`src/rtl/fdm_pkg.sv`:
```
// Shared types and constants for the frame difference metrics block.
// Used by every module of the block; depends on nothing.
package fdm_pkg;

	localparam int MAX_FRAME_PIXELS = 65536;

	localparam int PIX_W   = 24;
	localparam int CHAN_W  = 8;
	localparam int DIFF_W  = 32;
	localparam int CNT_W   = 17;
	localparam int ABS_W   = 26;
	localparam int SQ_W    = 34;
	localparam int RATIO_W = 17;
	localparam int Q8_W    = 16;

	localparam int RATIO_SHIFT = 16;
	localparam int MEAN_SHIFT  = 8;
	localparam int RMS_SHIFT   = 16;

	localparam int DIV_NUM_W = SQ_W + RMS_SHIFT;
	localparam int DIV_DEN_W = CNT_W + 2;
	localparam int DIV_QUO_W = 32;

	localparam int ROOT_W = Q8_W;
	localparam int RAD_W  = 2 * ROOT_W;

	localparam logic [CHAN_W-1:0] ALPHA_OPAQUE = 8'hFF;

	typedef enum logic [4:0] {
		ST_IDLE  = 5'b00001,
		ST_RATIO = 5'b00010,
		ST_MEAN  = 5'b00100,
		ST_RMS   = 5'b01000,
		ST_ROOT  = 5'b10000
	} fdm_state_t;

	typedef enum logic [1:0] {
		DIV_RATIO = 2'd0,
		DIV_MEAN  = 2'd1,
		DIV_RMS   = 2'd2
	} div_sel_t;

	typedef struct packed {
		logic     pix_take;
		logic     div_start;
		div_sel_t div_sel;
		logic     root_start;
		logic     frame_load;
	} fdm_cmd_t;

	typedef struct packed {
		logic div_done;
		logic root_done;
	} fdm_stat_t;

endpackage

```
`src/rtl/fdm_div.sv`:
```
// Restoring divider, one quotient bit per cycle.
// Depends on fdm_pkg for operand widths.
module fdm_div (
	input  logic                           clk,
	input  logic                           arst_n,
	input  logic                           start,
	input  logic [fdm_pkg::DIV_NUM_W-1:0]  num,
	input  logic [fdm_pkg::DIV_DEN_W-1:0]  den,
	output logic [fdm_pkg::DIV_QUO_W-1:0]  quo,
	output logic                           done
);

	localparam int NUM_W = fdm_pkg::DIV_NUM_W;
	localparam int DEN_W = fdm_pkg::DIV_DEN_W;
	localparam int QUO_W = fdm_pkg::DIV_QUO_W;
	localparam int CNT_W = $clog2(NUM_W + 1);

	logic [NUM_W-1:0] num_q;
	logic [DEN_W-1:0] den_q;
	logic [DEN_W-1:0] rem_q;
	logic [QUO_W-1:0] quo_q;
	logic [CNT_W-1:0] cnt_q;
	logic             done_q;

	logic             busy;
	logic [DEN_W:0]   shifted;
	logic [DEN_W:0]   trial;
	logic             qbit;

	assign busy    = cnt_q != '0;
	assign shifted = {rem_q, num_q[NUM_W-1]};
	assign qbit    = shifted >= {1'b0, den_q};
	assign trial   = shifted - {1'b0, den_q};

	always_ff @(posedge clk or negedge arst_n) begin
		if (!arst_n) begin
			cnt_q  <= '0;
			done_q <= 1'b0;
		end else begin
			done_q <= busy && (cnt_q == CNT_W'(1));
			if (start) begin
				cnt_q <= CNT_W'(NUM_W);
			end else if (busy) begin
				cnt_q <= cnt_q - CNT_W'(1);
			end
		end
	end

	always_ff @(posedge clk) begin
		if (start) begin
			num_q <= num;
			den_q <= den;
			rem_q <= '0;
			quo_q <= '0;
		end else if (busy) begin
			num_q <= {num_q[NUM_W-2:0], 1'b0};
			rem_q <= qbit ? trial[DEN_W-1:0] : shifted[DEN_W-1:0];
			quo_q <= {quo_q[QUO_W-2:0], qbit};
		end
	end

	assign quo  = quo_q;
	assign done = done_q;

endmodule

```
`src/rtl/fdm_sqrt.sv`:
```
// Digit-by-digit integer square root, one result bit per cycle.
// Depends on fdm_pkg for radicand and root widths.
module fdm_sqrt (
	input  logic                        clk,
	input  logic                        arst_n,
	input  logic                        start,
	input  logic [fdm_pkg::RAD_W-1:0]   rad,
	output logic [fdm_pkg::ROOT_W-1:0]  root,
	output logic                        done
);

	localparam int RAD_W  = fdm_pkg::RAD_W;
	localparam int ROOT_W = fdm_pkg::ROOT_W;

	logic [RAD_W-1:0] v_q;
	logic [RAD_W-1:0] res_q;
	logic [RAD_W-1:0] bit_q;
	logic             done_q;

	logic             busy;
	logic [RAD_W:0]   trial;
	logic             fits;

	assign busy  = bit_q != '0;
	assign trial = {1'b0, res_q} + {1'b0, bit_q};
	assign fits  = {1'b0, v_q} >= trial;

	always_ff @(posedge clk or negedge arst_n) begin
		if (!arst_n) begin
			bit_q  <= '0;
			done_q <= 1'b0;
		end else begin
			done_q <= busy && (bit_q == RAD_W'(1));
			if (start) begin
				bit_q <= RAD_W'(1) << (RAD_W - 2);
			end else if (busy) begin
				bit_q <= bit_q >> 2;
			end
		end
	end

	always_ff @(posedge clk) begin
		if (start) begin
			v_q   <= rad;
			res_q <= '0;
		end else if (busy) begin
			if (fits) begin
				v_q   <= v_q - trial[RAD_W-1:0];
				res_q <= (res_q >> 1) + bit_q;
			end else begin
				res_q <= res_q >> 1;
			end
		end
	end

	assign root = res_q[ROOT_W-1:0];
	assign done = done_q;

endmodule

```
`src/rtl/fdm_ctrl.sv`:
```
// Controller state machine: input/output handshake and end-of-frame sequencing.
// Depends on fdm_pkg for state, command and status types.
module fdm_ctrl (
	input  logic                clk,
	input  logic                arst_n,
	input  logic                in_valid,
	input  logic                last_of_frame,
	input  logic                out_ready,
	input  fdm_pkg::fdm_stat_t  stat,
	output logic                in_ready,
	output logic                out_valid,
	output fdm_pkg::fdm_cmd_t   cmd
);

	fdm_pkg::fdm_state_t state_q, state_d;
	logic                go_q, go_d;
	logic                out_valid_q;
	logic                rdy;

	always_comb begin
		state_d        = state_q;
		go_d           = go_q;
		rdy            = 1'b0;
		cmd            = '0;
		cmd.div_sel    = fdm_pkg::DIV_RATIO;
		case (state_q)
			fdm_pkg::ST_IDLE: begin
				rdy          = !out_valid_q || out_ready;
				cmd.pix_take = in_valid && rdy;
				if (cmd.pix_take && last_of_frame) begin
					state_d = fdm_pkg::ST_RATIO;
					go_d    = 1'b1;
				end
			end
			fdm_pkg::ST_RATIO: begin
				cmd.div_sel   = fdm_pkg::DIV_RATIO;
				cmd.div_start = go_q;
				go_d          = 1'b0;
				if (stat.div_done) begin
					state_d = fdm_pkg::ST_MEAN;
					go_d    = 1'b1;
				end
			end
			fdm_pkg::ST_MEAN: begin
				cmd.div_sel   = fdm_pkg::DIV_MEAN;
				cmd.div_start = go_q;
				go_d          = 1'b0;
				if (stat.div_done) begin
					state_d = fdm_pkg::ST_RMS;
					go_d    = 1'b1;
				end
			end
			fdm_pkg::ST_RMS: begin
				cmd.div_sel   = fdm_pkg::DIV_RMS;
				cmd.div_start = go_q;
				go_d          = 1'b0;
				if (stat.div_done) begin
					state_d = fdm_pkg::ST_ROOT;
					go_d    = 1'b1;
				end
			end
			fdm_pkg::ST_ROOT: begin
				cmd.div_sel    = fdm_pkg::DIV_RMS;
				cmd.root_start = go_q;
				go_d           = 1'b0;
				if (stat.root_done) begin
					cmd.frame_load = 1'b1;
					state_d        = fdm_pkg::ST_IDLE;
				end
			end
			default: begin
				state_d = fdm_pkg::ST_IDLE;
				go_d    = 1'b0;
			end
		endcase
	end

	always_ff @(posedge clk or negedge arst_n) begin
		if (!arst_n) begin
			state_q     <= fdm_pkg::ST_IDLE;
			go_q        <= 1'b0;
			out_valid_q <= 1'b0;
		end else begin
			state_q <= state_d;
			go_q    <= go_d;
			if ((cmd.pix_take && !last_of_frame) || cmd.frame_load) begin
				out_valid_q <= 1'b1;
			end else if (out_ready) begin
				out_valid_q <= 1'b0;
			end
		end
	end

	assign in_ready  = rdy;
	assign out_valid = out_valid_q;

	a_ready_only_idle: assert property (@(posedge clk) disable iff (!arst_n)
		(state_q != fdm_pkg::ST_IDLE) |-> !in_ready)
		else $error("input ready outside idle state");

	a_last_starts_ratio: assert property (@(posedge clk) disable iff (!arst_n)
		(in_valid && in_ready && last_of_frame) |=> (state_q == fdm_pkg::ST_RATIO) && go_q)
		else $error("last pixel did not start end-of-frame sequence");

	a_start_pulse: assert property (@(posedge clk) disable iff (!arst_n)
		(cmd.div_start || cmd.root_start) |=> !(cmd.div_start || cmd.root_start))
		else $error("unit start held longer than one cycle");

	a_out_valid_source: assert property (@(posedge clk) disable iff (!arst_n)
		$rose(out_valid_q) |-> $past((cmd.pix_take && !last_of_frame) || cmd.frame_load))
		else $error("output valid raised without a load");

endmodule

```
`src/rtl/fdm_datapath.sv`:
```
// Datapath: per-pixel differences, frame accumulators, quotient units, output registers.
// Depends on fdm_pkg, fdm_div and fdm_sqrt.
module fdm_datapath (
	input  logic                           clk,
	input  logic                           arst_n,
	input  fdm_pkg::fdm_cmd_t              cmd,
	input  logic [fdm_pkg::PIX_W-1:0]      actual_pixel,
	input  logic [fdm_pkg::PIX_W-1:0]      reference_pixel,
	input  logic                           last_of_frame,
	output fdm_pkg::fdm_stat_t             stat,
	output logic [fdm_pkg::DIFF_W-1:0]     delta_argb,
	output logic                           frame_done,
	output logic [fdm_pkg::CNT_W-1:0]      pixel_total,
	output logic [fdm_pkg::CNT_W-1:0]      mismatch_count,
	output logic [fdm_pkg::CHAN_W-1:0]     peak_delta,
	output logic [fdm_pkg::ABS_W-1:0]      abs_diff_sum,
	output logic [fdm_pkg::SQ_W-1:0]       sq_diff_sum,
	output logic [fdm_pkg::RATIO_W-1:0]    mismatch_ratio_q16,
	output logic [fdm_pkg::Q8_W-1:0]       mean_abs_diff_q8,
	output logic [fdm_pkg::Q8_W-1:0]       rmse_q8
);

	localparam int CHAN_W  = fdm_pkg::CHAN_W;
	localparam int CNT_W   = fdm_pkg::CNT_W;
	localparam int ABS_W   = fdm_pkg::ABS_W;
	localparam int SQ_W    = fdm_pkg::SQ_W;
	localparam int NUM_W   = fdm_pkg::DIV_NUM_W;
	localparam int DEN_W   = fdm_pkg::DIV_DEN_W;
	localparam int PSUM_W  = CHAN_W + 2;
	localparam int PSQ_W   = 2 * CHAN_W + 2;

	function automatic logic [CHAN_W-1:0] absdiff(input logic [CHAN_W-1:0] a,
		input logic [CHAN_W-1:0] b);
		return (a > b) ? (a - b) : (b - a);
	endfunction

	logic [CHAN_W-1:0]   dr, dg, db, m1, m2;
	logic [2*CHAN_W-1:0] sq_r, sq_g, sq_b;
	logic [PSUM_W-1:0]   px_sum;
	logic [PSQ_W-1:0]    px_sq;
	logic                room;

	logic [CNT_W-1:0]    pix_cnt_q;
	logic [CNT_W-1:0]    mis_cnt_q;
	logic [CHAN_W-1:0]   max_q;
	logic [ABS_W-1:0]    abs_acc_q;
	logic [SQ_W-1:0]     sq_acc_q;

	logic [fdm_pkg::RATIO_W-1:0] ratio_q;
	logic [fdm_pkg::Q8_W-1:0]    mean_q;

	logic [NUM_W-1:0]              div_num;
	logic [DEN_W-1:0]              n3;
	logic [DEN_W-1:0]              div_den;
	logic [fdm_pkg::DIV_QUO_W-1:0] div_quo;
	logic                          div_done;
	logic [fdm_pkg::ROOT_W-1:0]    root;
	logic                          root_done;

	logic [fdm_pkg::DIFF_W-1:0]  delta_argb_q;
	logic                        frame_done_q;
	logic [CNT_W-1:0]            pixel_total_q;
	logic [CNT_W-1:0]            mismatch_count_q;
	logic [CHAN_W-1:0]           peak_delta_q;
	logic [ABS_W-1:0]            abs_diff_sum_q;
	logic [SQ_W-1:0]             sq_diff_sum_q;
	logic [fdm_pkg::RATIO_W-1:0] mismatch_ratio_q;
	logic [fdm_pkg::Q8_W-1:0]    mean_abs_diff_q;
	logic [fdm_pkg::Q8_W-1:0]    rmse_q;

	assign dr = absdiff(actual_pixel[3*CHAN_W-1:2*CHAN_W], reference_pixel[3*CHAN_W-1:2*CHAN_W]);
	assign dg = absdiff(actual_pixel[2*CHAN_W-1:CHAN_W], reference_pixel[2*CHAN_W-1:CHAN_W]);
	assign db = absdiff(actual_pixel[CHAN_W-1:0], reference_pixel[CHAN_W-1:0]);

	assign sq_r = (2*CHAN_W)'(dr) * (2*CHAN_W)'(dr);
	assign sq_g = (2*CHAN_W)'(dg) * (2*CHAN_W)'(dg);
	assign sq_b = (2*CHAN_W)'(db) * (2*CHAN_W)'(db);

	assign px_sum = PSUM_W'(dr) + PSUM_W'(dg) + PSUM_W'(db);
	assign px_sq  = PSQ_W'(sq_r) + PSQ_W'(sq_g) + PSQ_W'(sq_b);
	assign m1     = (dr > dg) ? dr : dg;
	assign m2     = (m1 > db) ? m1 : db;
	assign room   = pix_cnt_q < CNT_W'(fdm_pkg::MAX_FRAME_PIXELS);

	always_ff @(posedge clk or negedge arst_n) begin
		if (!arst_n) begin
			pix_cnt_q <= '0;
			mis_cnt_q <= '0;
			max_q     <= '0;
			abs_acc_q <= '0;
			sq_acc_q  <= '0;
		end else if (cmd.frame_load) begin
			pix_cnt_q <= '0;
			mis_cnt_q <= '0;
			max_q     <= '0;
			abs_acc_q <= '0;
			sq_acc_q  <= '0;
		end else if (cmd.pix_take && room) begin
			pix_cnt_q <= pix_cnt_q + CNT_W'(1);
			if (px_sum != '0) begin
				mis_cnt_q <= mis_cnt_q + CNT_W'(1);
			end
			if (m2 > max_q) begin
				max_q <= m2;
			end
			abs_acc_q <= abs_acc_q + ABS_W'(px_sum);
			sq_acc_q  <= sq_acc_q + SQ_W'(px_sq);
		end
	end

	assign n3 = DEN_W'(pix_cnt_q) + {DEN_W'(pix_cnt_q) << 1};

	always_comb begin
		case (cmd.div_sel)
			fdm_pkg::DIV_RATIO: begin
				div_num = NUM_W'(mis_cnt_q) << fdm_pkg::RATIO_SHIFT;
				div_den = DEN_W'(pix_cnt_q);
			end
			fdm_pkg::DIV_MEAN: begin
				div_num = NUM_W'(abs_acc_q) << fdm_pkg::MEAN_SHIFT;
				div_den = n3;
			end
			fdm_pkg::DIV_RMS: begin
				div_num = NUM_W'(sq_acc_q) << fdm_pkg::RMS_SHIFT;
				div_den = n3;
			end
			default: begin
				div_num = '0;
				div_den = n3;
			end
		endcase
	end

	fdm_div u_div (
		.clk    (clk),
		.arst_n (arst_n),
		.start  (cmd.div_start),
		.num    (div_num),
		.den    (div_den),
		.quo    (div_quo),
		.done   (div_done)
	);

	fdm_sqrt u_sqrt (
		.clk    (clk),
		.arst_n (arst_n),
		.start  (cmd.root_start),
		.rad    (div_quo),
		.root   (root),
		.done   (root_done)
	);

	assign stat.div_done  = div_done;
	assign stat.root_done = root_done;

	always_ff @(posedge clk) begin
		if (div_done) begin
			case (cmd.div_sel)
				fdm_pkg::DIV_RATIO: ratio_q <= div_quo[fdm_pkg::RATIO_W-1:0];
				fdm_pkg::DIV_MEAN:  mean_q  <= div_quo[fdm_pkg::Q8_W-1:0];
				default: begin
				end
			endcase
		end
	end

	always_ff @(posedge clk) begin
		if (cmd.pix_take) begin
			delta_argb_q <= {fdm_pkg::ALPHA_OPAQUE, dr, dg, db};
		end
		if (cmd.pix_take && !last_of_frame) begin
			frame_done_q       <= 1'b0;
			pixel_total_q      <= '0;
			mismatch_count_q   <= '0;
			peak_delta_q       <= '0;
			abs_diff_sum_q     <= '0;
			sq_diff_sum_q      <= '0;
			mismatch_ratio_q   <= '0;
			mean_abs_diff_q    <= '0;
			rmse_q             <= '0;
		end else if (cmd.frame_load) begin
			frame_done_q       <= 1'b1;
			pixel_total_q      <= pix_cnt_q;
			mismatch_count_q   <= mis_cnt_q;
			peak_delta_q       <= max_q;
			abs_diff_sum_q     <= abs_acc_q;
			sq_diff_sum_q      <= sq_acc_q;
			mismatch_ratio_q   <= ratio_q;
			mean_abs_diff_q    <= mean_q;
			rmse_q             <= root;
		end
	end

	assign delta_argb         = delta_argb_q;
	assign frame_done         = frame_done_q;
	assign pixel_total        = pixel_total_q;
	assign mismatch_count     = mismatch_count_q;
	assign peak_delta         = peak_delta_q;
	assign abs_diff_sum       = abs_diff_sum_q;
	assign sq_diff_sum        = sq_diff_sum_q;
	assign mismatch_ratio_q16 = mismatch_ratio_q;
	assign mean_abs_diff_q8   = mean_abs_diff_q;
	assign rmse_q8            = rmse_q;

endmodule

```
`src/rtl/frame_difference_metrics.sv`:
```
// Frame difference metrics, top level: pixel-pair input channel, result channel.
// Depends on fdm_pkg, fdm_ctrl and fdm_datapath.
//
// Usage:
//   Input channel (in_valid/in_ready) transfers one actual/reference RGB pixel pair
//   and a last_of_frame flag. Output channel (out_valid/out_ready) transfers one
//   result per pixel: the opaque ARGB absolute difference, plus, on the last pixel
//   of a frame, frame_done and the frame statistics (counts, max, sums, mismatch
//   ratio, mean absolute difference and RMSE).
//   Ordinary pixels: a result is valid the cycle after its transfer,
//   and a new pixel is taken while the previous result is being taken.
//   Last pixel of a frame: a shared one-bit-per-cycle divider runs three divisions
//   (ratio, mean, mean square), then the square-root unit runs; the result is
//   valid once the root is done, and no pixel is taken in between.
//   Accumulators then clear for the next frame; pixels past the frame limit
//   still produce a difference but are not counted.
//   Reset (arst_n low) clears accumulators, the sequencer and out_valid.
//   While out_valid is high and out_ready low, the result holds and in_ready
//   stays low.
module frame_difference_metrics (
	input  logic                           clk,
	input  logic                           arst_n,
	input  logic                           in_valid,
	output logic                           in_ready,
	input  logic [fdm_pkg::PIX_W-1:0]      actual_pixel,
	input  logic [fdm_pkg::PIX_W-1:0]      reference_pixel,
	input  logic                           last_of_frame,
	output logic                           out_valid,
	input  logic                           out_ready,
	output logic [fdm_pkg::DIFF_W-1:0]     delta_argb,
	output logic                           frame_done,
	output logic [fdm_pkg::CNT_W-1:0]      pixel_total,
	output logic [fdm_pkg::CNT_W-1:0]      mismatch_count,
	output logic [fdm_pkg::CHAN_W-1:0]     peak_delta,
	output logic [fdm_pkg::ABS_W-1:0]      abs_diff_sum,
	output logic [fdm_pkg::SQ_W-1:0]       sq_diff_sum,
	output logic [fdm_pkg::RATIO_W-1:0]    mismatch_ratio_q16,
	output logic [fdm_pkg::Q8_W-1:0]       mean_abs_diff_q8,
	output logic [fdm_pkg::Q8_W-1:0]       rmse_q8
);

	fdm_pkg::fdm_cmd_t  cmd;
	fdm_pkg::fdm_stat_t stat;

	fdm_ctrl u_ctrl (
		.clk           (clk),
		.arst_n        (arst_n),
		.in_valid      (in_valid),
		.last_of_frame (last_of_frame),
		.out_ready     (out_ready),
		.stat          (stat),
		.in_ready      (in_ready),
		.out_valid     (out_valid),
		.cmd           (cmd)
	);

	fdm_datapath u_datapath (
		.clk                (clk),
		.arst_n             (arst_n),
		.cmd                (cmd),
		.actual_pixel       (actual_pixel),
		.reference_pixel    (reference_pixel),
		.last_of_frame      (last_of_frame),
		.stat               (stat),
		.delta_argb         (delta_argb),
		.frame_done         (frame_done),
		.pixel_total        (pixel_total),
		.mismatch_count     (mismatch_count),
		.peak_delta         (peak_delta),
		.abs_diff_sum       (abs_diff_sum),
		.sq_diff_sum        (sq_diff_sum),
		.mismatch_ratio_q16 (mismatch_ratio_q16),
		.mean_abs_diff_q8   (mean_abs_diff_q8),
		.rmse_q8            (rmse_q8)
	);

endmodule
```
`config.mk`:
```
export PLATFORM = sky130hd
export DESIGN_NAME = frame_difference_metrics
export DESIGN_NICKNAME = d
export VERILOG_FILES = /design/src/rtl/fdm_pkg.sv /design/src/rtl/fdm_div.sv /design/src/rtl/fdm_sqrt.sv /design/src/rtl/fdm_ctrl.sv /design/src/rtl/fdm_datapath.sv /design/src/rtl/frame_difference_metrics.sv
export SDC_FILE = /design/constraint.sdc
export NUM_CORES = 2
export LEC_CHECK = 0
export BUFFER_PORTS_ARGS = -buffer_cell sky130_fd_sc_hd__buf_2
export CORE_MARGIN = 2
export CORE_UTILIZATION = 25
export CTS_CLUSTER_SIZE = 28
export DETAILED_ROUTE_END_ITERATION = 8
export PLACE_DENSITY = 0.44
export SYNTH_ARGS = -nofsm -noshare
export SYNTH_HDL_FRONTEND = slang
export SYNTH_SLANG_ARGS = --single-unit
```
`constraint.sdc`:
```
create_clock -name clk -period 7.8 [get_ports clk]
set_clock_uncertainty 0.1 [all_clocks]
set_input_delay 0.78 -clock clk [delete_from_list [all_inputs] [get_ports clk]]
set_output_delay 0.78 -clock clk [all_outputs]
set_load 0.005 [all_outputs]
```
==> impl_metrics.tcl <==
set metrics [dict create \
    io_buffers 230 \
    grt_pass1_wl_mm 179.6 \
    fp.dieW_um 382.3 \
    synthArstFlopShare_pct 25.68 \
    dieArea_um2 146200 \
    critPathBufInv 10 \
    cts.htree.levels 3 \
    clkTransAtPathRegs_ps 60 \
    place.gp.congestion 0.8503 \
    slew_violations 0 \
    drc 0 \
    area_delta_synth_final_pct 27.75 \
    initial_utilization_pct 25.24 \
    synth.distinct_cells 87 \
    synth_warnings 0 \
    grt_max_degree 189 \
    setup_ws_ps -3156 \
    viasPerCell 4.676 \
    rows 138 \
    fin_crit_sh_pct 140.5 \
    antenna_found_initial 1 \
    rsz0062_at_grt "yes" \
    end_kind "flop" \
    tightest_slew_ps 1128 \
    ant_nets 0 \
    crit_required_ps 8270 \
    io-pin-count 239 \
    cts_tree "built" \
    dp_hpwl_mm 87.26 \
    slew_headroom_pct 24.77 \
    syn_area_um2 35780 \
    clkSinkCount 518 \
    startpoint_type "input pin" \
    grt_pass1_vias 30407 \
    finalHoldViolations 0 \
    fmax_mhz 91.27 \
    run_status "finished with violations" \
    hold_path_class "input pin to async pin" \
    syn_inst 4126 \
    gr-usage-all-layers_pct 15.55 \
    seq_area_um2 12540 \
    cts_hold_buf 0 \
    finalWirelength_mm 116.2 \
    worst_path_most_repeated_cell "fa_1" \
    critPathTopFamily "adder cells" \
    multi_input_area_um2 22570 \
    ys_seq_area_share_pct 35.04 \
    synth_edf_count 150 \
    overflow 0 \
    drtPass1Iterations 6 \
    cts_buffers 66 \
    coreArea_um2 141800 \
    nNetsFinal 5182 \
    crit_type "input pin to flop" \
    setup_violations 30 \
    ys.flop_type "dfxtp_1" \
    die_height_um 382.3 \
    worstSkewPairLatency_ps 660 \
    dr_total_vias 31004 \
    failed_checks "setup timing" \
    clockBufferDepth 3 \
    syn_area_per_cell_um2 8.672 \
    cts_root_buffer "clkbuf_16" \
    min_period_ps 10960 \
    yosys_register_bits 518 \
    maxCapViolCount 0 \
    cp.arrival_ps 11430 \
    critPathMaxStageDelay_ps 530 \
    detail_route.wl_per_cell_um 17.53 \
    initialDrtViolationCount 1754 \
    n_fill_cell 14966 \
    cp_slowest_cell "fa_1" \
    critical_path.max_fanout 5 \
    final_layout_size_suffix_gt1_share_pct 21.56 \
    final_util_pct 32.24 \
]
-- layout make-up --
type                    count  share of cell area, %
multi-input cells        3057                  49.38
flip-flops and latches    518                  27.43
repair buffers            658                  9.991
well taps                1890                  5.174
clock buffers             102                  4.218
inverters                 387                  3.233
clock inverters            18                 0.5639
diodes                      1               0.005475
-- flip-flops by register name, summed over array words and instances (netlist names), 19 cells and up --
name                     count
u_datapath.u_sqrt.res_q     32
u_datapath.abs_diff_sum     26
u_datapath.u_div.quo        32
u_datapath.sq_acc_q         34
u_datapath.u_div.num_q      42
u_datapath.sq_diff_sum      34
u_datapath.u_sqrt.v_q       32
u_datapath.abs_acc_q        26
u_datapath.u_div.den_q      19
u_datapath.u_div.rem_q      19
u_datapath.delta_argb       24
-- Yosys cell counts, drive strengths merged, types with 62 or more instances --
library cell	n	area share [%]
a21oi	397	5.6
inv	379	4.0
dfxtp	235	13
nor2	285	3.0
nand2	650	6.8
nor3	62	0.88
xor2	92	2.3
o21ai	169	2.4
nand3	120	1.7
xnor2	115	2.8
clkbuf	142	1.5
edfxtp	150	13
ha	311	11
dfrtp	132	9.2
fa	130	7.3
-- layer usage --
layer / wire length, um / global-route usage, % / part of all wire (%)
met4: 2057 / 3.624 / 1.8
met1: 55890 / 21.74 / 48
met2: 53530 / 25.28 / 46
met3: 4749 / 2.128 / 4.1
met5: 0 / 0 / 0
-- worst paths after layout --
check / start / endpoint / slack, ps / cells after the start
setup / recovery: actual_pixel[8] / u_datapath.sq_acc_q[23] / -3160 / 45
hold / removal: arst_n / u_datapath.pix_cnt_q[4] / 80 / 1
setup reg to reg: u_datapath.u_sqrt.res_q[2] / u_datapath.u_sqrt.v_q[3] / 1340 / 22
hold reg to reg: u_datapath.mismatch_ratio_q16[2] / u_datapath.mismatch_ratio_q16[2] / 350 / 2
max in group asynchronous: arst_n / u_datapath.u_sqrt.bit_q[26] / 6060 / 2
min in group clk: last_of_frame / u_ctrl.out_valid / 320 / 2
-- kinds of logic (layout without fill, tap and decap cells) --
logic type	Yosys count	after routing	share of synthesized area, %
muxes	73	73	2.102
adders and majority gates	441	441	18.15
DFF	518	518	35.04
other	1	9	0.01048
AOI/OAI and AO/OA	957	957	16.47
buffers and inverters	558	1165	6.032
xor gates and xnor gates	207	207	5.067
and+or+nand+nor	1371	1371	17.13
-- per-stage QoR --
stage	instances	setup WS (ps)	hold slack, ps	instance area, um2	TNS (ps)
after floorplan	4133	-3422	332.2	36330	-88180
after global placement	6473	-4195	341.0	42160	-115380
after detailed placement	6473	-4291	345.1	42160	-118110
after CTS	6619	-3088	90.95	45140	-80310
after global routing	6630	-3536	138.9	45710	-91570
final	6631	-3156	78.36	45710	-79760
-- what timing repair did --
item	in CTS	in global routing
gates resized for setup	105	102
hold endpoints to repair	0	0
pin swaps	98	60
endpoints found under the setup margin	31	39
setup buffers	26	14
-- cells in the final DEF, fill, tap and decap left out, types with 27 or more instances in the layout --
cell type,instances
nand3_1,116
xnor2_1,102
nand2_1,641
xor2_1,85
dfrtp_1,132
ha_4,32
nor2b_1,42
nor2_1,262
o211ai_1,32
fa_1,127
and3_1,32
a21o_1,58
ha_1,274
o21ai_0,139
o21bai_1,27
clkbuf_16,67
edfxtp_1,150
mux2i_1,54
buf_2,225
a21oi_1,372
inv_1,354
buf_6,30
nor3_1,54
nand4_1,32
a31oi_1,49
buf_4,396
o21a_1,31
dfxtp_1,235
Power is left out: the tool's default activity adds up to more than one toggle a clock period on the data nets, which glitch-free logic cannot reach.
